`src/design/assert_macros.svh`:
```
// Assertion macros used by the top-level design file.
`ifndef ASSERT_MACROS_SVH
`define ASSERT_MACROS_SVH
`ifndef SYNTHESIS
`define ASSERT_PROP(label, clk, rst_n, prop, msg) \
  label: assert property (@(posedge clk) disable iff (!rst_n) prop) else $error(msg);
`define ASSERT_NEVER(label, clk, rst_n, cond, msg) \
  label: assert property (@(posedge clk) disable iff (!rst_n) !(cond)) else $error(msg);
`else
`define ASSERT_PROP(label, clk, rst_n, prop, msg)
`define ASSERT_NEVER(label, clk, rst_n, cond, msg)
`endif
`endif

```
`src/design/lir_pkg.sv`:
```
// Shared constants and types of the linear interpolation resampler.
`timescale 1ns / 1ps
`default_nettype none

package lir_pkg;

  localparam int SAMPLE_BITS  = 16;
  localparam int MAX_UPSAMPLE = 8;

  localparam int SAMPLE_W  = SAMPLE_BITS;
  localparam int TDATA_W   = ((SAMPLE_W + 7) / 8) * 8;
  localparam int RATE_W    = 18;
  localparam int POS_W     = 48;
  localparam int DIVN_W    = RATE_W + 1;
  localparam int FRAC_W    = 16;
  localparam int DIVQ_W    = DIVN_W + FRAC_W;
  localparam int DIVC_W    = $clog2(DIVQ_W + 1);
  localparam int GUARD_MAX = MAX_UPSAMPLE + 1;
  localparam int GUARD_W   = $clog2(GUARD_MAX + 1);
  localparam int UPS_W     = $clog2(MAX_UPSAMPLE + 1);
  localparam int QDEPTH    = 2;
  localparam int QPTR_W    = (QDEPTH > 1) ? $clog2(QDEPTH) : 1;
  localparam int QCNT_W    = $clog2(QDEPTH + 1);
  localparam int CFG_IDX_W = 1;

  localparam logic [RATE_W-1:0] RATE_RESET = RATE_W'(16000);

  // register indexes
  localparam logic [CFG_IDX_W-1:0] CFG_SOURCE_RATE = CFG_IDX_W'(0);
  localparam logic [CFG_IDX_W-1:0] CFG_TARGET_RATE = CFG_IDX_W'(1);

  typedef struct packed {
    logic                pass;
    logic                fin;
    logic [SAMPLE_W-1:0] sample;
  } lir_item_t;

  typedef struct packed {
    logic [RATE_W-1:0] src;
    logic [RATE_W-1:0] dst;
  } lir_rates_t;

  typedef struct packed {
    logic              start;
    logic [RATE_W-1:0] init_rem;
    logic [DIVN_W-1:0] numer;
    logic [DIVC_W-1:0] steps;
    logic [RATE_W-1:0] divisor;
  } lir_div_req_t;

  typedef struct packed {
    logic              busy;
    logic              done;
    logic [DIVQ_W-1:0] quot;
    logic [RATE_W-1:0] rem;
  } lir_div_rsp_t;

  typedef struct packed {
    logic               div_wait;
    logic [GUARD_W-1:0] guard;
  } lir_back_stat_t;

endpackage

`default_nettype wire

```
`src/design/linear_interp_resampler.sv`:
```
// Top level of the linear interpolation sample rate converter.
// Passthrough request: queue, ST_IDLE, ST_EMIT, then the output register drives out_tvalid.
// Resampling: a blended output runs a fraction division (35 steps) and a phase division
// (19 steps) in the shared bit-serial divider; an output at the final sample runs only
// the phase division. A two-entry queue lets further requests run ahead of the sequencer.
// Reset (rst_n low, synchronous) sets both rates to 16000 and clears stream state.
`timescale 1ns / 1ps
`default_nettype none

module linear_interp_resampler (
  input  wire logic                          clk,
  input  wire logic                          rst_n,
  input  wire logic                          cfg_wr_en,
  input  wire logic [lir_pkg::CFG_IDX_W-1:0] cfg_index,
  input  wire logic [lir_pkg::RATE_W-1:0]    cfg_data,
  input  wire logic                          in_tvalid,
  output logic                               in_tready,
  input  wire logic [lir_pkg::TDATA_W-1:0]   in_tdata,   // [15:0] sample_in
  input  wire logic                          in_tlast,   // final_sample
  output logic                               out_tvalid,
  input  wire logic                          out_tready,
  output logic [lir_pkg::TDATA_W-1:0]        out_tdata,  // [15:0] sample_out
  output logic                               out_tlast   // final_output
);
  import lir_pkg::*;

  lir_item_t           push_item;
  lir_item_t           head_item;
  lir_rates_t          rates;
  lir_div_req_t        div_req;
  lir_div_rsp_t        div_rsp;
  lir_back_stat_t      back_stat;
  logic                q_push;
  logic                q_pop;
  logic                q_full;
  logic                q_empty;
  logic [SAMPLE_W-1:0] out_data;

  lir_front u_front (
    .clk       (clk),
    .rst_n     (rst_n),
    .cfg_wr_en (cfg_wr_en),
    .cfg_index (cfg_index),
    .cfg_data  (cfg_data),
    .in_valid  (in_tvalid),
    .in_ready  (in_tready),
    .in_sample (in_tdata[SAMPLE_W-1:0]),
    .in_fin    (in_tlast),
    .q_full    (q_full),
    .q_push    (q_push),
    .q_item    (push_item),
    .rates     (rates)
  );

  lir_queue u_queue (
    .clk      (clk),
    .rst_n    (rst_n),
    .push     (q_push),
    .item_in  (push_item),
    .pop      (q_pop),
    .item_out (head_item),
    .full     (q_full),
    .empty    (q_empty)
  );

  lir_div u_div (
    .clk   (clk),
    .rst_n (rst_n),
    .req   (div_req),
    .rsp   (div_rsp)
  );

  lir_back u_back (
    .clk       (clk),
    .rst_n     (rst_n),
    .rates     (rates),
    .q_empty   (q_empty),
    .q_item    (head_item),
    .q_pop     (q_pop),
    .div_req   (div_req),
    .div_rsp   (div_rsp),
    .out_valid (out_tvalid),
    .out_ready (out_tready),
    .out_data  (out_data),
    .out_last  (out_tlast),
    .stat      (back_stat)
  );

  assign out_tdata = TDATA_W'(out_data);

`include "assert_macros.svh"

  `ASSERT_NEVER(a_div_start_busy, clk, rst_n, div_req.start && div_rsp.busy, "divider restarted while busy")
  `ASSERT_PROP(a_div_done_wait, clk, rst_n, div_rsp.done |-> back_stat.div_wait, "divider result not awaited")
  `ASSERT_NEVER(a_guard_bound, clk, rst_n, back_stat.guard > GUARD_W'(GUARD_MAX), "output guard overrun")

endmodule

`default_nettype wire

```
`src/design/lir_front.sv`:
```
// Front end: rate registers, request classification and queue push.
`timescale 1ns / 1ps
`default_nettype none

module lir_front (
  input  wire logic                           clk,
  input  wire logic                           rst_n,
  input  wire logic                           cfg_wr_en,
  input  wire logic [lir_pkg::CFG_IDX_W-1:0]  cfg_index,
  input  wire logic [lir_pkg::RATE_W-1:0]     cfg_data,
  input  wire logic                           in_valid,
  output logic                                in_ready,
  input  wire logic [lir_pkg::SAMPLE_W-1:0]   in_sample,
  input  wire logic                           in_fin,
  input  wire logic                           q_full,
  output logic                                q_push,
  output lir_pkg::lir_item_t                  q_item,
  output lir_pkg::lir_rates_t                 rates
);
  import lir_pkg::*;

  localparam int UPL_W = RATE_W + UPS_W;

  logic [RATE_W-1:0] src_r, src_nxt;
  logic [RATE_W-1:0] dst_r, dst_nxt;
  logic [UPL_W-1:0]  up_lim;
  logic              pass;

  always_comb begin
    src_nxt = src_r;
    dst_nxt = dst_r;
    if (cfg_wr_en) begin
      unique case (cfg_index)
        CFG_SOURCE_RATE: src_nxt = cfg_data;
        CFG_TARGET_RATE: dst_nxt = cfg_data;
        default: ;
      endcase
    end
  end

  always_ff @(posedge clk) begin
    if (!rst_n) begin
      src_r <= RATE_RESET;
      dst_r <= RATE_RESET;
    end else begin
      src_r <= src_nxt;
      dst_r <= dst_nxt;
    end
  end

  // upsampling bound on the effective target rate
  assign up_lim = {{UPS_W{1'b0}}, src_r} * UPL_W'(MAX_UPSAMPLE);
  assign rates.src = src_r;
  assign rates.dst = ({{UPS_W{1'b0}}, dst_r} > up_lim) ? up_lim[RATE_W-1:0] : dst_r;

  assign pass = (src_r == '0) || (dst_r == '0) || (src_r == dst_r);

  assign in_ready      = !q_full;
  assign q_push        = in_valid && !q_full;
  assign q_item.pass   = pass;
  assign q_item.fin    = in_fin;
  assign q_item.sample = in_sample;

endmodule

`default_nettype wire

```
`src/design/lir_queue.sv`:
```
// Short request queue between the front end and the sequencer.
`timescale 1ns / 1ps
`default_nettype none

module lir_queue (
  input  wire logic          clk,
  input  wire logic          rst_n,
  input  wire logic          push,
  input  lir_pkg::lir_item_t item_in,
  input  wire logic          pop,
  output lir_pkg::lir_item_t item_out,
  output logic               full,
  output logic               empty
);
  import lir_pkg::*;

  lir_item_t         mem_r [QDEPTH];
  logic [QPTR_W-1:0] wr_ptr_r, wr_ptr_nxt;
  logic [QPTR_W-1:0] rd_ptr_r, rd_ptr_nxt;
  logic [QCNT_W-1:0] cnt_r, cnt_nxt;
  logic              do_push, do_pop;

  assign full     = (cnt_r == QCNT_W'(QDEPTH));
  assign empty    = (cnt_r == '0);
  assign do_push  = push && !full;
  assign do_pop   = pop && !empty;
  assign item_out = mem_r[rd_ptr_r];

  always_comb begin
    wr_ptr_nxt = wr_ptr_r;
    rd_ptr_nxt = rd_ptr_r;
    cnt_nxt    = cnt_r;
    if (do_push) begin
      wr_ptr_nxt = (wr_ptr_r == QPTR_W'(QDEPTH - 1)) ? '0 : wr_ptr_r + QPTR_W'(1);
    end
    if (do_pop) begin
      rd_ptr_nxt = (rd_ptr_r == QPTR_W'(QDEPTH - 1)) ? '0 : rd_ptr_r + QPTR_W'(1);
    end
    if (do_push && !do_pop) begin
      cnt_nxt = cnt_r + QCNT_W'(1);
    end else if (do_pop && !do_push) begin
      cnt_nxt = cnt_r - QCNT_W'(1);
    end
  end

  always_ff @(posedge clk) begin
    if (!rst_n) begin
      wr_ptr_r <= '0;
      rd_ptr_r <= '0;
      cnt_r    <= '0;
    end else begin
      wr_ptr_r <= wr_ptr_nxt;
      rd_ptr_r <= rd_ptr_nxt;
      cnt_r    <= cnt_nxt;
    end
  end

  always_ff @(posedge clk) begin
    if (do_push) begin
      mem_r[wr_ptr_r] <= item_in;
    end
  end

endmodule

`default_nettype wire

```
`src/design/lir_div.sv`:
```
// Bit-serial restoring divider shared by the fraction and phase steps.
`timescale 1ns / 1ps
`default_nettype none

module lir_div (
  input  wire logic            clk,
  input  wire logic            rst_n,
  input  lir_pkg::lir_div_req_t req,
  output lir_pkg::lir_div_rsp_t rsp
);
  import lir_pkg::*;

  logic [RATE_W-1:0] r_r, r_nxt;
  logic [DIVN_W-1:0] n_r, n_nxt;
  logic [DIVQ_W-1:0] q_r, q_nxt;
  logic [RATE_W-1:0] d_r, d_nxt;
  logic [DIVC_W-1:0] cnt_r, cnt_nxt;
  logic              busy_r, busy_nxt;
  logic              done_r, done_nxt;
  logic [RATE_W:0]   trial;
  logic [RATE_W:0]   trial_sub;
  logic              take;

  // partial remainder stays below the divisor, so one bit more covers the trial
  assign trial     = {r_r, n_r[DIVN_W-1]};
  assign trial_sub = trial - {1'b0, d_r};
  assign take      = (trial >= {1'b0, d_r});

  always_comb begin
    r_nxt    = r_r;
    n_nxt    = n_r;
    q_nxt    = q_r;
    d_nxt    = d_r;
    cnt_nxt  = cnt_r;
    busy_nxt = busy_r;
    done_nxt = 1'b0;
    if (req.start) begin
      r_nxt    = req.init_rem;
      n_nxt    = req.numer;
      q_nxt    = '0;
      d_nxt    = req.divisor;
      cnt_nxt  = req.steps;
      busy_nxt = 1'b1;
    end else if (busy_r) begin
      r_nxt   = take ? trial_sub[RATE_W-1:0] : trial[RATE_W-1:0];
      q_nxt   = {q_r[DIVQ_W-2:0], take};
      n_nxt   = {n_r[DIVN_W-2:0], 1'b0};
      cnt_nxt = cnt_r - DIVC_W'(1);
      if (cnt_r == DIVC_W'(1)) begin
        busy_nxt = 1'b0;
        done_nxt = 1'b1;
      end
    end
  end

  always_ff @(posedge clk) begin
    if (!rst_n) begin
      cnt_r  <= '0;
      busy_r <= 1'b0;
      done_r <= 1'b0;
    end else begin
      cnt_r  <= cnt_nxt;
      busy_r <= busy_nxt;
      done_r <= done_nxt;
    end
  end

  always_ff @(posedge clk) begin
    r_r <= r_nxt;
    n_r <= n_nxt;
    q_r <= q_nxt;
    d_r <= d_nxt;
  end

  assign rsp.busy = busy_r;
  assign rsp.done = done_r;
  assign rsp.quot = q_r;
  assign rsp.rem  = r_r;

endmodule

`default_nettype wire

```
`src/design/lir_back.sv`:
```
// Back end: phase accumulator sequencer, blend datapath and output register.
`timescale 1ns / 1ps
`default_nettype none

module lir_back (
  input  wire logic                         clk,
  input  wire logic                         rst_n,
  input  lir_pkg::lir_rates_t               rates,
  input  wire logic                         q_empty,
  input  lir_pkg::lir_item_t                q_item,
  output logic                              q_pop,
  output lir_pkg::lir_div_req_t             div_req,
  input  lir_pkg::lir_div_rsp_t             div_rsp,
  output logic                              out_valid,
  input  wire logic                         out_ready,
  output logic [lir_pkg::SAMPLE_W-1:0]      out_data,
  output logic                              out_last,
  output lir_pkg::lir_back_stat_t           stat
);
  import lir_pkg::*;

  localparam int PROD_W = SAMPLE_W + FRAC_W + 2;
  localparam int STEP_W = PROD_W - FRAC_W;
  localparam int FMUL_W = 32;
  localparam logic [PROD_W-1:0] ROUND_HALF = PROD_W'(1) << (FRAC_W - 1);

  typedef enum logic [9:0] {
    ST_IDLE    = 10'b00_0000_0001,
    ST_PROMOTE = 10'b00_0000_0010,
    ST_CHK1    = 10'b00_0000_0100,
    ST_FRAC    = 10'b00_0000_1000,
    ST_BLEND   = 10'b00_0001_0000,
    ST_ADV     = 10'b00_0010_0000,
    ST_PLACE   = 10'b00_0100_0000,
    ST_CHK2    = 10'b00_1000_0000,
    ST_FINAL   = 10'b01_0000_0000,
    ST_EMIT    = 10'b10_0000_0000
  } state_t;

  state_t              state_r, state_nxt;
  state_t              ret_r, ret_nxt;
  logic [SAMPLE_W-1:0] x_r, x_nxt;
  logic                fin_r, fin_nxt;
  logic [SAMPLE_W-1:0] prev_r, prev_nxt;
  logic                have_r, have_nxt;
  logic [RATE_W-1:0]   rem_r, rem_nxt;
  logic [POS_W-1:0]    ops_r, ops_nxt;
  logic [POS_W-1:0]    ips_r, ips_nxt;
  logic [POS_W-1:0]    k_r, k_nxt;
  logic [POS_W-1:0]    left_r, left_nxt;
  logic [SAMPLE_W-1:0] held_r, held_nxt;
  logic                held_v_r, held_v_nxt;
  logic [SAMPLE_W-1:0] pend_r, pend_nxt;
  logic                pend_v_r, pend_v_nxt;
  logic [SAMPLE_W-1:0] val_r, val_nxt;
  logic [GUARD_W-1:0]  guard_r, guard_nxt;
  logic                phase_r, phase_nxt;
  logic [PROD_W-1:0]   prod_r, prod_nxt;
  logic [SAMPLE_W-1:0] emit_data_r, emit_data_nxt;
  logic                emit_last_r, emit_last_nxt;
  logic                out_valid_r, out_valid_nxt;
  logic [SAMPLE_W-1:0] out_data_r, out_data_nxt;
  logic                out_last_r, out_last_nxt;
  logic                clear;
  state_t              place_next;

  logic signed [SAMPLE_W:0] diff;
  logic signed [FMUL_W:0]   frac_s;
  logic signed [PROD_W-1:0] prod_full;
  logic [PROD_W-1:0]        prod_rnd;
  logic [STEP_W-1:0]        blend_sum;

  function automatic logic pos_reached(input logic [POS_W-1:0] pos,
                                       input logic [RATE_W-1:0] rem,
                                       input logic [POS_W-1:0] n);
    pos_reached = (pos < n) || ((pos == n) && (rem == '0));
  endfunction

  // blend: left + round-half-up((right - left) * frac / 2^16)
  // a remainder left over from older rates can give frac above 2^16; only the low
  // product bits reach the sample, so the low 32 fraction bits are enough
  assign diff      = $signed({x_r[SAMPLE_W-1], x_r}) - $signed({prev_r[SAMPLE_W-1], prev_r});
  assign frac_s    = $signed({1'b0, div_rsp.quot[FMUL_W-1:0]});
  assign prod_full = PROD_W'(diff) * PROD_W'(frac_s);
  assign prod_rnd  = prod_r + ROUND_HALF;
  assign blend_sum = prod_rnd[PROD_W-1:FRAC_W]
                   + {{(STEP_W - SAMPLE_W){prev_r[SAMPLE_W-1]}}, prev_r};

  assign place_next = phase_r ? ST_CHK2 : ST_CHK1;

  always_comb begin
    state_nxt     = state_r;
    ret_nxt       = ret_r;
    x_nxt         = x_r;
    fin_nxt       = fin_r;
    prev_nxt      = prev_r;
    have_nxt      = have_r;
    rem_nxt       = rem_r;
    ops_nxt       = ops_r;
    ips_nxt       = ips_r;
    k_nxt         = k_r;
    left_nxt      = left_r;
    held_nxt      = held_r;
    held_v_nxt    = held_v_r;
    pend_nxt      = pend_r;
    pend_v_nxt    = pend_v_r;
    val_nxt       = val_r;
    guard_nxt     = guard_r;
    phase_nxt     = phase_r;
    prod_nxt      = prod_r;
    emit_data_nxt = emit_data_r;
    emit_last_nxt = emit_last_r;
    out_valid_nxt = out_valid_r;
    out_data_nxt  = out_data_r;
    out_last_nxt  = out_last_r;
    clear         = 1'b0;
    q_pop         = 1'b0;
    div_req       = '0;
    div_req.divisor = rates.dst;

    if (out_valid_r && out_ready) begin
      out_valid_nxt = 1'b0;
    end

    unique case (state_r)
      ST_IDLE: begin
        if (!q_empty) begin
          q_pop   = 1'b1;
          x_nxt   = q_item.sample;
          fin_nxt = q_item.fin;
          if (q_item.pass) begin
            clear         = 1'b1;
            emit_data_nxt = q_item.sample;
            emit_last_nxt = q_item.fin;
            ret_nxt       = ST_IDLE;
            state_nxt     = ST_EMIT;
          end else begin
            k_nxt     = ips_r;
            left_nxt  = ips_r - POS_W'(1);
            ips_nxt   = ips_r + POS_W'(1);
            state_nxt = ST_PROMOTE;
          end
        end
      end

      ST_PROMOTE: begin
        guard_nxt = '0;
        phase_nxt = 1'b0;
        state_nxt = ST_CHK1;
        if (pend_v_r && pos_reached(ops_r, rem_r, ips_r)) begin
          pend_v_nxt = 1'b0;
          held_nxt   = pend_r;
          held_v_nxt = 1'b1;
          if (held_v_r) begin
            emit_data_nxt = held_r;
            emit_last_nxt = 1'b0;
            ret_nxt       = ST_CHK1;
            state_nxt     = ST_EMIT;
          end
        end
      end

      ST_CHK1: begin
        if (have_r && (ops_r == left_r) && (guard_r < GUARD_W'(GUARD_MAX))) begin
          // remainder followed by 16 zero bits, divided by the target rate
          div_req.start    = 1'b1;
          div_req.init_rem = '0;
          div_req.numer    = DIVN_W'(rem_r);
          div_req.steps    = DIVC_W'(DIVQ_W);
          state_nxt        = ST_FRAC;
        end else begin
          guard_nxt = '0;
          phase_nxt = 1'b1;
          state_nxt = ST_CHK2;
        end
      end

      ST_FRAC: begin
        if (div_rsp.done) begin
          prod_nxt  = prod_full;
          state_nxt = ST_BLEND;
        end
      end

      ST_BLEND: begin
        val_nxt          = blend_sum[SAMPLE_W-1:0];
        div_req.start    = 1'b1;
        div_req.init_rem = '0;
        div_req.numer    = DIVN_W'(rem_r) + DIVN_W'(rates.src);
        div_req.steps    = DIVC_W'(DIVN_W);
        state_nxt        = ST_ADV;
      end

      ST_ADV: begin
        if (div_rsp.done) begin
          ops_nxt   = ops_r + POS_W'(div_rsp.quot);
          rem_nxt   = div_rsp.rem;
          guard_nxt = guard_r + GUARD_W'(1);
          state_nxt = ST_PLACE;
        end
      end

      ST_PLACE: begin
        state_nxt = place_next;
        if (pos_reached(ops_r, rem_r, ips_r)) begin
          held_nxt   = val_r;
          held_v_nxt = 1'b1;
          if (held_v_r) begin
            emit_data_nxt = held_r;
            emit_last_nxt = 1'b0;
            ret_nxt       = place_next;
            state_nxt     = ST_EMIT;
          end
        end else begin
          pend_nxt   = val_r;
          pend_v_nxt = 1'b1;
        end
      end

      ST_CHK2: begin
        if (fin_r && (ops_r == k_r) && (guard_r < GUARD_W'(GUARD_MAX))) begin
          val_nxt          = x_r;
          div_req.start    = 1'b1;
          div_req.init_rem = '0;
          div_req.numer    = DIVN_W'(rem_r) + DIVN_W'(rates.src);
          div_req.steps    = DIVC_W'(DIVN_W);
          state_nxt        = ST_ADV;
        end else if (fin_r) begin
          state_nxt = ST_FINAL;
        end else begin
          prev_nxt  = x_r;
          have_nxt  = 1'b1;
          state_nxt = ST_IDLE;
        end
      end

      ST_FINAL: begin
        clear     = 1'b1;
        state_nxt = ST_IDLE;
        if (pend_v_r && !held_v_r) begin
          emit_data_nxt = pend_r;
          emit_last_nxt = 1'b1;
          ret_nxt       = ST_IDLE;
          state_nxt     = ST_EMIT;
        end else if (held_v_r) begin
          emit_data_nxt = held_r;
          emit_last_nxt = 1'b1;
          ret_nxt       = ST_IDLE;
          state_nxt     = ST_EMIT;
        end
      end

      ST_EMIT: begin
        if (!out_valid_r || out_ready) begin
          out_valid_nxt = 1'b1;
          out_data_nxt  = emit_data_r;
          out_last_nxt  = emit_last_r;
          state_nxt     = ret_r;
        end
      end

      default: state_nxt = ST_IDLE;
    endcase

    // stream end or passthrough: back to the reset stream state
    if (clear) begin
      prev_nxt   = '0;
      have_nxt   = 1'b0;
      rem_nxt    = '0;
      ops_nxt    = '0;
      ips_nxt    = '0;
      held_nxt   = '0;
      held_v_nxt = 1'b0;
      pend_nxt   = '0;
      pend_v_nxt = 1'b0;
    end
  end

  always_ff @(posedge clk) begin
    if (!rst_n) begin
      state_r     <= ST_IDLE;
      ret_r       <= ST_IDLE;
      prev_r      <= '0;
      have_r      <= 1'b0;
      rem_r       <= '0;
      ops_r       <= '0;
      ips_r       <= '0;
      held_r      <= '0;
      held_v_r    <= 1'b0;
      pend_r      <= '0;
      pend_v_r    <= 1'b0;
      guard_r     <= '0;
      phase_r     <= 1'b0;
      out_valid_r <= 1'b0;
    end else begin
      state_r     <= state_nxt;
      ret_r       <= ret_nxt;
      prev_r      <= prev_nxt;
      have_r      <= have_nxt;
      rem_r       <= rem_nxt;
      ops_r       <= ops_nxt;
      ips_r       <= ips_nxt;
      held_r      <= held_nxt;
      held_v_r    <= held_v_nxt;
      pend_r      <= pend_nxt;
      pend_v_r    <= pend_v_nxt;
      guard_r     <= guard_nxt;
      phase_r     <= phase_nxt;
      out_valid_r <= out_valid_nxt;
    end
  end

  always_ff @(posedge clk) begin
    x_r         <= x_nxt;
    fin_r       <= fin_nxt;
    k_r         <= k_nxt;
    left_r      <= left_nxt;
    val_r       <= val_nxt;
    prod_r      <= prod_nxt;
    emit_data_r <= emit_data_nxt;
    emit_last_r <= emit_last_nxt;
    out_data_r  <= out_data_nxt;
    out_last_r  <= out_last_nxt;
  end

  assign out_valid     = out_valid_r;
  assign out_data      = out_data_r;
  assign out_last      = out_last_r;
  assign stat.div_wait = (state_r == ST_FRAC) || (state_r == ST_ADV);
  assign stat.guard    = guard_r;

endmodule

`default_nettype wire
```
`config.mk`:
```
export PLATFORM = sky130hd
export DESIGN_NAME = linear_interp_resampler
export DESIGN_NICKNAME = d
export VERILOG_FILES = /design/src/design/lir_pkg.sv /design/src/design/linear_interp_resampler.sv /design/src/design/lir_front.sv /design/src/design/lir_queue.sv /design/src/design/lir_div.sv /design/src/design/lir_back.sv
export VERILOG_INCLUDE_DIRS = /design/src /design/src/design
export SDC_FILE = /design/constraint.sdc
export NUM_CORES = 2
export LEC_CHECK = 0
export BUFFER_PORTS_ARGS = -buffer_cell sky130_fd_sc_hd__buf_2
export CAP_MARGIN = 20
export CORE_MARGIN = 4
export CORE_UTILIZATION = 58
export CTS_BUF_LIST = sky130_fd_sc_hd__clkbuf_8 sky130_fd_sc_hd__clkbuf_16
export DETAILED_ROUTE_END_ITERATION = 6
export PLACE_DENSITY = 0.83
export REMOVE_ABC_BUFFERS = 1
export SETUP_SLACK_MARGIN = 0.3
export SYNTH_ARGS = -nofsm -noshare
export SYNTH_HDL_FRONTEND = slang
export SYNTH_SLANG_ARGS = --single-unit
```
`constraint.sdc`:
```
create_clock -name clk -period 11.3 [get_ports clk]
set_clock_uncertainty 0.2 [all_clocks]
set_input_delay 1.695 -clock clk [delete_from_list [all_inputs] [get_ports clk]]
set_output_delay 1.695 -clock clk [all_outputs]
set_load 0.01 [all_outputs]
```
Yosys cells after proc, flatten, opt, wreduce, memory -nomap -nowiden
Memories as Yosys holds them, arrays and structs flattened. A register that Yosys moved wholly into a read port is not among the register bits.
Index checks and enable logic that the tools add are counted.
Cells by class
  $add $sub $neg: 14
  multiply operators: 1
  divide/modulo/power cells: 0
  magnitude comparators: 4
  equality and inequality tests: 29
  shift-type cells: 0
  muxes and demuxes: 87
  bitwise logic cells: 8
  reductions and logical operators: 54
Operators by type and width (count)
  2-to-1 mux 10 bit: 20
  equality test 48 bit: 3
  2-to-1 mux 16 bit: 9
  case mux 44 bit (3 select lines): 1
  case mux 10 bit (10 select lines): 1
  2-to-1 mux 44 bit: 2
  2-to-1 mux 18 bit: 4
  case mux 16 bit (2 select lines): 2
  case mux 16 bit (4 select lines): 1
  logical NOT 18 bit: 3
  adder 48 x 1 -> 48 bit, second input constant: 1
  adder 48 x 35 -> 48 bit: 1
  less-than comparator 48 bit: 1
  subtractor 48 x 1 -> 48 bit, second input constant: 1
  case mux 10 bit (4 select lines): 1
  2-to-1 mux 19 bit: 2
  multiplier 17 x 33 -> 32 bit: 1
  adder 32 x 16 -> 32 bit, second input constant: 1
  2-to-1 mux 1 bit: 29
  greater-than comparator 18 x 21 -> 1 bit: 1
  adder 18 x 18 -> 19 bit: 1
  >= comparator 19 x 18 -> 1 bit: 1
  equality test 18 bit: 1
  AND reduction 2 bit: 9
  47 further kinds: 100
Storage, ports and cells
  register bits after elaboration: 524
  latch bits: 0
  memory bits (writable): 36
  bits in read-only memories: 0
  input bits: 41
  output and inout bits: 19
  memories kept: 1
Memories
  u_queue.mem_r: depth 2, bits a word 18, read ports 1, clocked after memory_dff 1, write ports 1, RTL line lir_queue.sv:17  | lir_item_t mem_r [QDEPTH];

Logic depth before layout (Yosys ltp)
  depth after elaboration: 8
  mapped depth: 37

Modules after synthesis
Synthesis repeated with hierarchy kept, for this count alone.
Unflattened totals
  cells, all modules: 4363
  area, all modules: 41676.2 um2
Modules (own cells, without submodules)
  lir_back: instances 1, cells each 3543, area each 32851.5 um2, seq. area each 9088.7 um2
  lir_div: instances 1, cells each 451, area each 4929.7 um2, seq. area each 2512.4 um2
  lir_front: instances 1, cells each 288, area each 2364.8 um2, seq. area each 720.7 um2
  lir_queue: instances 1, cells each 81, area each 1530.2 um2, seq. area each 1181.1 um2

Least setup slack after synthesis
No wires, ideal clock.
  path type: register to register
  start: reg u_back.prev_r[1]
  end: reg u_back.prod_r[31], data pin
  setup time: 0.260 ns
  arrival: 8.654 ns
  required time: 10.840 ns
  setup slack: 2.186 ns
  cell stages (with the launch flop): 35
  period minus slack after synthesis: 9.114 ns
  cell sequence: dfxtp_1 inv_1 ha_1 or2_2 o211a_1 o21ai_0 a21oi_1 a311oi_1 a21oi_1 a21o_1 a21oi_1 o21ai_0 a21oi_1 xnor2_1 clkbuf_1 nand2_1 fa_1 fa_1 inv_1 fa_1 fa_1 fa_1 fa_1 ha_1 nand4_1 or2_2 o21ai_0 a211oi_1 a211o_1 a21boi_0 o21ai_0 a21boi_0 o21a_1 nor2_1 xnor2_1
Between the ends
  word-level cells in the longest chain between the ends: 2
Ends and longest elaborated chain
  start, declared: RTL line lir_back.sv:44  | logic [SAMPLE_W-1:0] prev_r, prev_nxt;
  start signal, assigned: RTL line lir_back.sv:298  | prev_r <= prev_nxt;
  subtractor 16 x 16 -> 17 bit: RTL line lir_back.sv:82  | assign diff = $signed({x_r[SAMPLE_W-1], x_r}) - $signed({prev_r[SAMPLE_W-1], prev_r});
  multiplier 17 x 33 -> 32 bit: RTL line lir_back.sv:84  | assign prod_full = PROD_W'(diff) * PROD_W'(frac_s);
  named net u_back.prod_full[31]: RTL line lir_back.sv:69  | logic signed [PROD_W-1:0] prod_full;
  end signal, assigned: RTL line lir_back.sv:319  | prod_r <= prod_nxt;
  end, declared: RTL line lir_back.sv:58  | logic [PROD_W-1:0] prod_r, prod_nxt;
The timed path passes the listed nets, and every way through them passes these cells.
A chain may end at the register's enable or synchronous reset.

Worst setup path in the final report
Ends and elaborated chain as after synthesis.

==> impl_summary.md <==
Placement
After legalization and detailed placement, the total HPWL measured 73.5 mm. Once placement completed, the tool counted placed cells totaling approximately 5,200. The count of port buffers added during placement is 59. At the end of routability-driven placement, the weighted congestion stood at 0.992. The worst slack after detailed placement is between 0.9 and 1 ns.

Routing
Before antenna repair, the detailed router went through 6 iterations. The post-route DRC violation count is 0. For this block, the routed nets add up to 99.8 mm of wire.

The via density per instance is 5.77. Dividing the detail-routed wire length by the instance count gives about 19 um. The number of nets with antenna violations after routing is 0. In this run, the number of DRC markers left after iteration 0 of detailed routing was roughly 2,400.

The via total after detailed routing is 30,500.

Die
The count of standard-cell rows is 96. The initial utilization of the core area, before any placement, comes to 58.8%. The floorplan die height is 273 um.

In this run the horizontal extent of the chip is ~270 um. The total area inside the core boundary comes to a little under 70,000 um2. The total I/O pin count is 60. The die area is 74,300 um2.

Global route
The maximum number of pins on one net before global-route repair is 93. The number of antenna violations at the first check in global routing is 0. For this run the aggregate overflow at the end of global routing stands at 0.

The overall fraction of global-route tracks in use is between 20 and 30%. The first global-routing pass estimated 162 mm of wire. The via count of the first global-routing pass is 31,100.

Timing
The number of max-slew violations in the final report was 0. Timing would allow up to 97.3 MHz. Setup violations remaining at the end of the flow were counted as 0. Subtracting the final worst setup slack from the clock period gives 10.27 ns.

Measured against its own limit, the worst slew margin works out to between 20% and 30%. The post-route worst hold slack is 0.200 ns. The post-layout worst setup margin is 1.03 ns. The share of the clock period used by the worst path after layout is 90.9%. The final hold violation count is 0. The measured slew at the worst slew-check pin is 1.06 ns.

Setup repair after global routing left no endpoint under its margin. The sum of negative setup slack is 0 ns.

Logic synthesis
Synthesis instantiated 82 different standard cells from the library. During synthesis, Yosys emitted a total of 0 warnings. The post-synthesis sequential area ratio is 33.2%.

The synthesized netlist cell count is 4,305. The number of enable-type register cells in the synthesized netlist is between 200 and 300. The synthesized design contains roughly 540 register bits. After synthesis the cells add up to 40,600 um2. Averaged over all synthesized cells, the footprint is 9.44 um2. Among all flip-flop cells after synthesis, the most frequent one is edfxtp_1. The share of synthesized flip-flops with an asynchronous set or reset is 0%.

Setup path
Of all nets on the critical path, the largest fanout is 17. Among the stages of the critical path, the cell type that occurs most often is fa_1. The longest individual stage delay on the worst path is 0.56 ns.

Counting both buffers and inverters, the worst setup path holds a total of 4. At the worst endpoint, the arrival time is around 10 ns. For this design, the slowest cell found on the critical path is fa_1. Broken down by cell family, the worst path's largest delay share belongs to compound AO/OA/AOI/OAI gates. STA classifies the critical path endpoint as a flop. The sort of element at the start of the critical path is a flop.

The critical setup path kind is flop to flop. STA puts the critical path data required time at 11.43 ns.

Finish
Of the cells placed in the final design, the portion with a size suffix greater than 1 is 6.62%. The area growth from synthesis to layout is 7.91%. The area used by sequential logic in the layout is between 10,000 and 15,000 um2. The finished layout holds 5,284 standard cells, fillers aside. The number of nets in the layout is between 4,000 and 5,000.

In the layout the commonest cells are inv_1, nand2_1, fa_1. The area of combinational cells with multiple inputs is between 20,000 and 25,000 um2. Counting the fill cells in the layout gives about 5,400. Leaving out fill and tap cells, the most frequent cell in the layout is inv_1. The number of antenna diodes is 0.

CTS
Clock-pin slew was measured on the worst setup and hold paths at ~0.070 ns. The maximum number of buffers from clock root to sink is 3. The cell at the root of the clock tree is clkbuf_16. The number of H-tree levels is 2. Post-CTS timing repair inserted 0 buffers for setup. The clock tree from TritonCTS is done. The number of CTS-inserted buffers is 56. Clock latency on the worst-skew pair, taken at its later pin, is 0.63 ns.

The clock drives between 500 and 600 sinks.

Power and ir drop
The total power density per cell area is between 150 and 200 nW/um2. The reported leakage power is about 19 nW. The maximum ir drop on the vdd rail is 145 uV.

Total power for the finished layout comes to between 6 and 7 mW.

Flow run
The max-capacitance violation count is 0.

Outcome
The flow ran to the end, and the final reports show no timing, DRC or antenna violations.

Min path
The class of the most critical hold timing path is flop to flop.
[worst reg2reg max path: cells and delay by family, from the launching register on]
| kind | cells | cell delay (ns) |
|---|---|---|
| AOI/OAI and AO/OA | 16 | 4.04 |
| xor gates and xnor gates | 2 | 0.25 |
| adders and majority gates | 8 | 3.71 |
| buffers and inverters | 4 | 0.44 |
| DFF | 1 | 0.45 |
| and+or+nand+nor | 5 | 0.94 |
[flip-flops by register name, indices dropped and copies added, names as in the netlist, 17 cells and up, named ones only]
register	cells
u_back.ips_r	48
u_back.k_r	48
u_back.left_r	48
u_back.ops_r	48
u_back.prod_r	17
u_back.rem_r	18
u_div.d_r	18
u_div.n_r	19
u_div.q_r	35
u_div.r_r	18
u_front.dst_r	18
u_front.src_r	18
u_queue.mem_r	36
[synth_stat cells, drive strengths merged (35+ instances only)]
cell | instances | area share [%]
and2 | 107 | 1.6
nor3 | 74 | 0.92
edfxtp | 271 | 20
xnor2 | 262 | 5.6
o21ai | 112 | 1.4
mux2 | 35 | 0.97
a21o | 49 | 0.91
nand2 | 563 | 5.2
nor2 | 290 | 2.7
inv | 573 | 5.3
a21oi | 164 | 2.0
xor2 | 72 | 1.6
clkbuf | 160 | 1.5
ha | 264 | 8.1
a21boi | 43 | 0.79
fa | 323 | 16
a211oi | 37 | 0.68
nand4 | 59 | 0.92
mux2i | 97 | 2.4
dfxtp | 268 | 13
nor2b | 87 | 1.3
nor4 | 38 | 0.59
nand3 | 62 | 0.79
[report_power, final]
group          switching [mW]  internal (mW)
logic                    1.49          0.758
clock network           0.804           1.05
registers               0.137           2.36
total                    2.43           4.16
[final cells by class]
type / count / share of cell area [%]
clock buffer: 69 / 3.63
tap: 931 / 2.66
clock inverter: 37 / 0.622
sequential: 539 / 30.8
timing repair buffer: 115 / 1.67
multi-input combinational: 3017 / 55.7
inverter: 576 / 4.93
[logic make-up after synthesis]
group                      synth area share, %
and+or+nand+nor                           16.0
buffers and inverters                     6.98
adders and majority gates                 24.0
AOI/OAI and AO/OA                         9.11
DFF                                       33.2
xor gates and xnor gates                  7.26
muxes                                     3.36
[per-layer routing]
metal	vias to the layer above	wire length [um]	track usage [%]
met3	262	7060	3.71
met1	14900	40300	34.9
met5	-	0	0
li1	14200	-	-
met4	0	4120	10.9
met2	1198	48300	45.6
[worst paths after layout]
path,startpoint,end,slack [ns],cells past startpoint
worst max-delay path,u_back.prev_r[1],u_back.prod_r[31],1.03,35
worst min-delay path,u_back.emit_data_r[11],u_back.out_data[11],0.20,0
worst max register to register,u_back.prev_r[1],u_back.prod_r[31],1.03,35
worst min register to register,u_back.emit_data_r[11],u_back.out_data[11],0.20,0
[per-stage QoR]
stage               util, %  cell area [um2]
CTS                    63.4            43800
global route           63.5            43800
detailed placement     60.7            41900
floorplan                 -            40000
finish                 63.5            43800
global placement       60.7            41900
[timing repair]
item                       4_1_cts  5_1_grt
setup endpoints to repair        0        1
gates resized for setup          0        1
hold buffers                     0        0
No activity file was read; power rests on OpenSTA's default activity.
